### config.mk
export PLATFORM = sky130hd
export DESIGN_NAME = nnsa_div_step
export DESIGN_NICKNAME = d
export VERILOG_FILES = /design/src/rtl/nnsa_pkg.sv /design/src/rtl/nnsa_div_step.sv
export SDC_FILE = /design/constraint.sdc
export NUM_CORES = 1
export LEC_CHECK = 0
export ABC_CLOCK_PERIOD_IN_PS = 8400
export BUFFER_PORTS_ARGS = -buffer_cell sky130_fd_sc_hd__buf_2
export CORE_MARGIN = 1.5
export CORE_UTILIZATION = 51
export DETAILED_ROUTE_END_ITERATION = 10
export HOLD_SLACK_MARGIN = 0.05
export PLACE_DENSITY_LB_ADDON = 0.2
export SLEW_MARGIN = 20
export SYNTH_ARGS = -nofsm -noshare
export SYNTH_HDL_FRONTEND = slang
export SYNTH_SLANG_ARGS = --single-unit
### constraint.sdc
create_clock -name clock -period 8.4 [get_ports clock]
set_input_delay 1.68 -clock clock [delete_from_list [all_inputs] [get_ports clock]]
set_output_delay 1.68 -clock clock [all_outputs]
set_load 0.02 [all_outputs]
### src/rtl/nnsa_pkg.sv
// ----------------------------------------------------------------------------
// nnsa_pkg: shared constants, types and helpers
// Widths, register indexes, the reciprocal used for the divide by 100 and
// the payload type that moves through the divider pipeline.
// ----------------------------------------------------------------------------
package nnsa_pkg;

   localparam int MAX_DIM     = 4096;
   localparam int MAX_PERCENT = 6400;

   localparam int REG_W     = 13;                 // configuration register width
   localparam int DEST_W    = 18;                 // destination coordinate width
   localparam int SIZE_W    = 19;                 // destination size width
   localparam int SRC_W     = $clog2(MAX_DIM);    // source coordinate width
   localparam int IDX_W     = 2 * SRC_W;          // linear source index width
   localparam int REM_W     = 25;                 // dest * 100 fits here
   localparam int PROD_W    = 2 * REG_W;          // size * percent product
   localparam int CSR_IDX_W = 8;

   localparam int REQ_TDATA_W = 40;
   localparam int RSP_TDATA_W = 88;
   localparam int RSP_TUSER_W = 2;

   localparam int PCT_UNIT = 100;

   // floor(x / 100) == (x * RECIP_100) >> RECIP_SHIFT for every x below 2^30
   localparam int          RECIP_SHIFT = 32;
   localparam int          RECIP_W     = 26;
   localparam logic [RECIP_W-1:0] RECIP_100 = 26'd42949673;

   localparam logic [CSR_IDX_W-1:0] CSR_SOURCE_WIDTH  = 8'd0;
   localparam logic [CSR_IDX_W-1:0] CSR_SOURCE_HEIGHT = 8'd1;
   localparam logic [CSR_IDX_W-1:0] CSR_X_PERCENT     = 8'd2;
   localparam logic [CSR_IDX_W-1:0] CSR_Y_PERCENT     = 8'd3;

   localparam logic [REG_W-1:0] RESET_WIDTH  = 13'd640;
   localparam logic [REG_W-1:0] RESET_HEIGHT = 13'd480;

   // One item in flight through the divider: coordinates, partial
   // remainders and the quotient bits found so far, per axis.
   typedef struct packed {
      logic [DEST_W-1:0] dest_x;
      logic [DEST_W-1:0] dest_y;
      logic [REM_W-1:0]  rem_x;
      logic [REM_W-1:0]  rem_y;
      logic [SRC_W-1:0]  quo_x;
      logic [SRC_W-1:0]  quo_y;
   } div_stage_type;

   function automatic logic [REG_W-1:0] sat_reg(input logic [REG_W-1:0] value,
                                                input logic [REG_W-1:0] limit);
      return (value > limit) ? limit : value;
   endfunction

endpackage

### src/rtl/nnsa_div_step.sv
// ----------------------------------------------------------------------------
// nnsa_div_step: one restoring divide step for both axes
// Resolves quotient bit BIT of (dest * 100) / percent and registers the
// partial remainder for the next step.
// ----------------------------------------------------------------------------
module nnsa_div_step #(
   parameter int BIT = 0
) (
   input  logic                          clock,
   input  logic                          enable,
   input  logic [nnsa_pkg::REG_W-1:0]    px,
   input  logic [nnsa_pkg::REG_W-1:0]    py,
   input  nnsa_pkg::div_stage_type       din,
   output nnsa_pkg::div_stage_type       dout
);

   nnsa_pkg::div_stage_type     stage_ff, stage_in;
   logic [nnsa_pkg::REM_W-1:0]  dvs_x, dvs_y;
   logic                        ge_x, ge_y;

   assign dvs_x = nnsa_pkg::REM_W'(px) << BIT;
   assign dvs_y = nnsa_pkg::REM_W'(py) << BIT;
   assign ge_x  = (din.rem_x >= dvs_x);
   assign ge_y  = (din.rem_y >= dvs_y);

   always_comb begin
      stage_in = din;
      stage_in.quo_x[BIT] = ge_x;
      stage_in.quo_y[BIT] = ge_y;
      if (ge_x) begin
         stage_in.rem_x = din.rem_x - dvs_x;
      end
      if (ge_y) begin
         stage_in.rem_y = din.rem_y - dvs_y;
      end
   end

   always_ff @(posedge clock) begin
      if (enable) begin
         stage_ff <= stage_in;
      end
   end

   assign dout = stage_ff;

endmodule

* Word-level counts from Yosys, hierarchy flattened
Index checks and enable logic that the tools add are counted.
Operators by class: add/sub/neg operators 2, magnitude comparators 2, multiplexer cells 2
Operators by type and width (count):
- >= comparator 25 x 13 -> 1 bit | 2
- 2-to-1 mux 25 bit | 2
- subtractor 25 x 13 -> 25 bit | 2
Word-level totals: register bits after elaboration 110, output and inout bits 110

* Depth between registers and ports, before layout
depth after elaboration 2, gate-level depth with buffers 11, gate-level depth less buffers 9

* Worst setup path after synthesis
No wires, ideal clock.
kind input to register, start point in din[24] in the netlist's numbering, end point reg stage_ff, in the netlist dout[45] (data pin), arrival 3750 ps, data required time 8142 ps, setup slack 4392 ps, stages on the path 8, buffers on the path 0, cell sequence inv_1 ha_1 or3b_1 or4_1 o21ba_1 or3b_4 or3_1 xnor2_1
RTL lines:
- start: declaration | line nnsa_div_step.sv:13 | input nnsa_pkg::div_stage_type din,
- end signal: assignment | line nnsa_div_step.sv:40 | stage_ff <= stage_in;
- end: declaration | line nnsa_div_step.sv:17 | nnsa_pkg::div_stage_type stage_ff, stage_in;

==> load_flow_metrics.sql <==
INSERT INTO impl_metrics (metric_group, metric, value, unit) VALUES
('clocking', 'postcts_setup_bufs', '0', ''),
('floorplan', 'placeableCoreArea', '10400', 'µm²'),
('timing', 'max_freq', '222', 'MHz'),
('clocking', 'cts_buffers', '9', ''),
('clocking', 'clock_tree.root_cell', 'sky130_fd_sc_hd__clkbuf_8', ''),
('global_route', 'grt_usage', '25.1', '%'),
('floorplan', 'initial_core_util', '53.1', '%'),
('power', 'powerDensity', '186', 'nW/µm²'),
('global_route', 'number_of_antenna_violations_at_the_first_check_in_global_routing', '0', ''),
('cells_and_area', 'final_net_count', '869', ''),
('clocking', 'hold_buffers', '0', ''),
('synth', 'synth_edf_count', '110', ''),
('power', 'power', '1.32', 'mW'),
('clocking', 'path_clk_slew', '0.12', 'ns'),
('cells_and_area', 'final_core_util', '68.4', '%'),
('timing', 'final_worst_path_cycle_share', '53.5', '%'),
('synth', 'ys_seq_elements', '110', ''),
('cells_and_area', 'layout-area-overhead-vs-synth', '28.7', '%'),
('worst_setup_path', 'critical_path_class', 'in -> reg', ''),
('cells_and_area', 'final_layout_size_suffix_gt1_share', '39.1', '%'),
('drt', 'drt-pass1-iter-count', '5', ''),
('clocking', 'cts_max_path_buffers', '2', ''),
('floorplan', 'dieWidth', '107', 'µm'),
('timing', 'hold_viol_final', '0', ''),
('synth', 'yosys.cell_types.count', '53', ''),
('synth', 'syn-instance-count', '452', ''),
('flow_run', 'timing.max_cap.violations', '0', ''),
('drt', 'drt_drc_violations_left', '0', ''),
('synth', 'synth_flop_cell', 'sky130_fd_sc_hd__edfxtp_1', ''),
('global_route', 'grt_pass1_vias', '4555', ''),
('worst_setup_path', 'endpoint_kind', 'flip-flop', ''),
('clocking', 'cts_tree', 'done', ''),
('cells_and_area', 'fillers', '808', ''),
('power', 'leak', '3.13', 'nW'),
('drt', 'count_of_nets_left_with_antenna_violations_after_detail_routing', '0', ''),
('worst_setup_path', 'critPathLaunchType', 'input pin', ''),
('floorplan', 'ios', '248', ''),
('floorplan', 'floorplan.rows', '37', ''),
('worst_setup_path', 'crit_path_max_fanout', '29', ''),
('timing', 'setup_ws', '3.90', 'ns'),
('synth', 'post_synth_instance_area', '5530', 'µm²'),
('placed_design', 'post_dp_hpwl', '11200', 'µm'),
('clocking', 'cts_resized', '0', ''),
('power', 'vdd_ir_max', '0.000114', 'V'),
('floorplan', 'die_height', '107', 'µm'),
('drt', 'drt_iter0_drc', '196', ''),
('timing', 'worst_pin_slew', '0.960', 'ns'),
('timing', 'tns', '0', 'ns'),
('global_route', 'globalRouteOverflowTotal', '0', ''),
('synth', 'yosysWarningCount', '0', ''),
('drt', 'wire_per_inst', '16.8', 'µm'),
('cells_and_area', 'largest_register_ff_count', '110', ''),
('synth', 'ys_async_sr_fraction', '0', '%'),
('drt', 'route.vias.total', '4530', ''),
('drt', 'viasPerCell', '5.37', ''),
('placed_design', 'gp_congestion', '0.930', ''),
('placed_design', 'dpl_worst_slack', '3.54', 'ns'),
('timing', 'maxSlewViolCount', '0', ''),
('timing', 'setup_repair_after_global_routing_missed_its_margin', 'no', ''),
('global_route', 'grt_pass1_wl', '22100', 'µm'),
('worst_setup_path', 'timing.critical_path.arrival', '4.64', 'ns'),
('drt', 'route.final.wire_length', '14200', 'µm'),
('synth', 'synth.net_count', '618', ''),
('floorplan', 'floorplan.die_area', '11500', 'µm²'),
('worst_hold_path', 'min-delay-path-class', 'in -> reg', ''),
('timing', 'timing.final.crit_period', '4.50', 'ns'),
('timing', 'finalSetupViolCount', '0', ''),
('global_route', 'grt_max_degree', '90', ''),
('synth', 'post_synth.cell_area_avg', '12.2', 'µm²'),
('cells_and_area', 'antenna_cells', '0', ''),
('clocking', 'clock_sink_count', '110', ''),
('timing', 'max-slew-margin-rel', '36.0', '%'),
('placed_design', 'placement.io_buffers', '245', ''),
('synth', 'ys_seq_area_share', '59.7', '%'),
('clocking', 'h_tree_level_count', '3', ''),
('worst_setup_path', 'worstPathRequired', '8.55', 'ns'),
('outcome', 'status', 'complete, no violations', '');
## kinds of logic after synthesis
family,count (synthesis),synth area share [%]
simple gates,131,12.0
mux,7,1.40
xor+xnor,42,6.65
flops,110,59.7
buf+inv,44,3.14
fa+ha+maj,28,6.60
compound gates,90,10.5
## layer usage
metal | GRT usage [%] | part of all wire (%)
met5 | 0 | 0
met4 | 12.1 | 3.6
met3 | 5.71 | 8.2
met2 | 43.2 | 50
met1 | 29.5 | 38
## per-stage QoR
stage | cell area (µm²) | std cells | hold WS, ns
floorplan | 5530 | 452 | 1.78
global placement | 6920 | 828 | 1.86
detailed placement | 6920 | 828 | 1.86
CTS | 7120 | 844 | 1.46
global route | 7120 | 844 | 1.46
finish | 7120 | 844 | 1.47
## layout make-up
class | instances | area, µm² | share of cell area, %
clock buffers | 10 | 128 | 1.79
clock inverters | 6 | 75.1 | 1.05
inverters | 36 | 135 | 1.90
multi-input cells | 298 | 2060 | 28.9
flip-flops and latches | 110 | 3300 | 46.4
well taps | 136 | 170 | 2.39
repair buffers | 248 | 1250 | 17.6
## cells in the mapped netlist, types with 2 or more instances
library cell / n / area share [%]
sky130_fd_sc_hd__nand4_1: 10 / 1.1
sky130_fd_sc_hd__a21boi_0: 2 / 0.27
sky130_fd_sc_hd__mux2_2: 6 / 1.2
sky130_fd_sc_hd__o2111ai_1: 3 / 0.47
sky130_fd_sc_hd__o21ai_0: 23 / 2.1
sky130_fd_sc_hd__nor2_1: 29 / 2.0
sky130_fd_sc_hd__xnor2_1: 23 / 3.6
sky130_fd_sc_hd__clkbuf_1: 3 / 0.20
sky130_fd_sc_hd__nor4b_1: 2 / 0.32
sky130_fd_sc_hd__nor3_1: 6 / 0.54
sky130_fd_sc_hd__o21a_1: 4 / 0.54
sky130_fd_sc_hd__o22ai_1: 2 / 0.23
sky130_fd_sc_hd__fa_1: 2 / 0.72
sky130_fd_sc_hd__o31ai_1: 2 / 0.27
sky130_fd_sc_hd__ha_1: 26 / 5.9
sky130_fd_sc_hd__a31oi_1: 2 / 0.23
sky130_fd_sc_hd__or2_2: 3 / 0.34
sky130_fd_sc_hd__nand3_1: 13 / 1.2
sky130_fd_sc_hd__o211ai_1: 4 / 0.54
sky130_fd_sc_hd__a21o_1: 7 / 0.95
sky130_fd_sc_hd__nand3b_1: 3 / 0.41
sky130_fd_sc_hd__nand2b_1: 5 / 0.57
sky130_fd_sc_hd__a211oi_1: 4 / 0.54
sky130_fd_sc_hd__o211a_1: 2 / 0.36
sky130_fd_sc_hd__a2111oi_0: 2 / 0.32
sky130_fd_sc_hd__edfxtp_1: 110 / 60
sky130_fd_sc_hd__inv_1: 36 / 2.4
sky130_fd_sc_hd__nor2b_1: 3 / 0.34
sky130_fd_sc_hd__xor2_1: 19 / 3.0
sky130_fd_sc_hd__nor4_1: 9 / 1.0
sky130_fd_sc_hd__nand2_1: 35 / 2.4
sky130_fd_sc_hd__a21oi_1: 26 / 2.4
sky130_fd_sc_hd__buf_2: 4 / 0.36
sky130_fd_sc_hd__or3_1: 3 / 0.34
## cells in the final DEF (no fill, tap or decap), types with 5 or more instances in the layout
master / instances
sky130_fd_sc_hd__ha_1: 26
sky130_fd_sc_hd__nand3_1: 13
sky130_fd_sc_hd__nand2b_1: 5
sky130_fd_sc_hd__a21o_1: 7
sky130_fd_sc_hd__edfxtp_1: 110
sky130_fd_sc_hd__nor3_1: 6
sky130_fd_sc_hd__nand4_1: 10
sky130_fd_sc_hd__inv_1: 36
sky130_fd_sc_hd__o21ai_0: 23
sky130_fd_sc_hd__buf_2: 244
sky130_fd_sc_hd__nor2_1: 29
sky130_fd_sc_hd__nor4_1: 9
sky130_fd_sc_hd__a21oi_1: 26
sky130_fd_sc_hd__mux2_2: 6
sky130_fd_sc_hd__xor2_1: 19
sky130_fd_sc_hd__clkbuf_8: 9
sky130_fd_sc_hd__xnor2_1: 23
sky130_fd_sc_hd__nand2_1: 35
## critical path, cell delays in order
cell and delay (ns):
sky130_fd_sc_hd__buf_2 0.12, sky130_fd_sc_hd__nor4_1 0.54, sky130_fd_sc_hd__nand4_1 0.23, sky130_fd_sc_hd__a2111oi_2 0.47
sky130_fd_sc_hd__and3_1 0.87, sky130_fd_sc_hd__inv_1 0.37, sky130_fd_sc_hd__mux2_2 0.36
## power by group
group,total [mW],leakage (nW),switching [mW],internal [mW]
clock,0.331,0.0994,0.188,0.143
combinational,0.311,1.95,0.194,0.117
sequential,0.683,1.08,0.0130,0.670
## path summary, 6_finish.rpt
check	to	cells after the start	start	slack, ns
min	dout[100]	1	din[100]	1.47
max	dout[55]	7	din[68]	3.90
No activity file was read; power rests on OpenSTA's default activity.
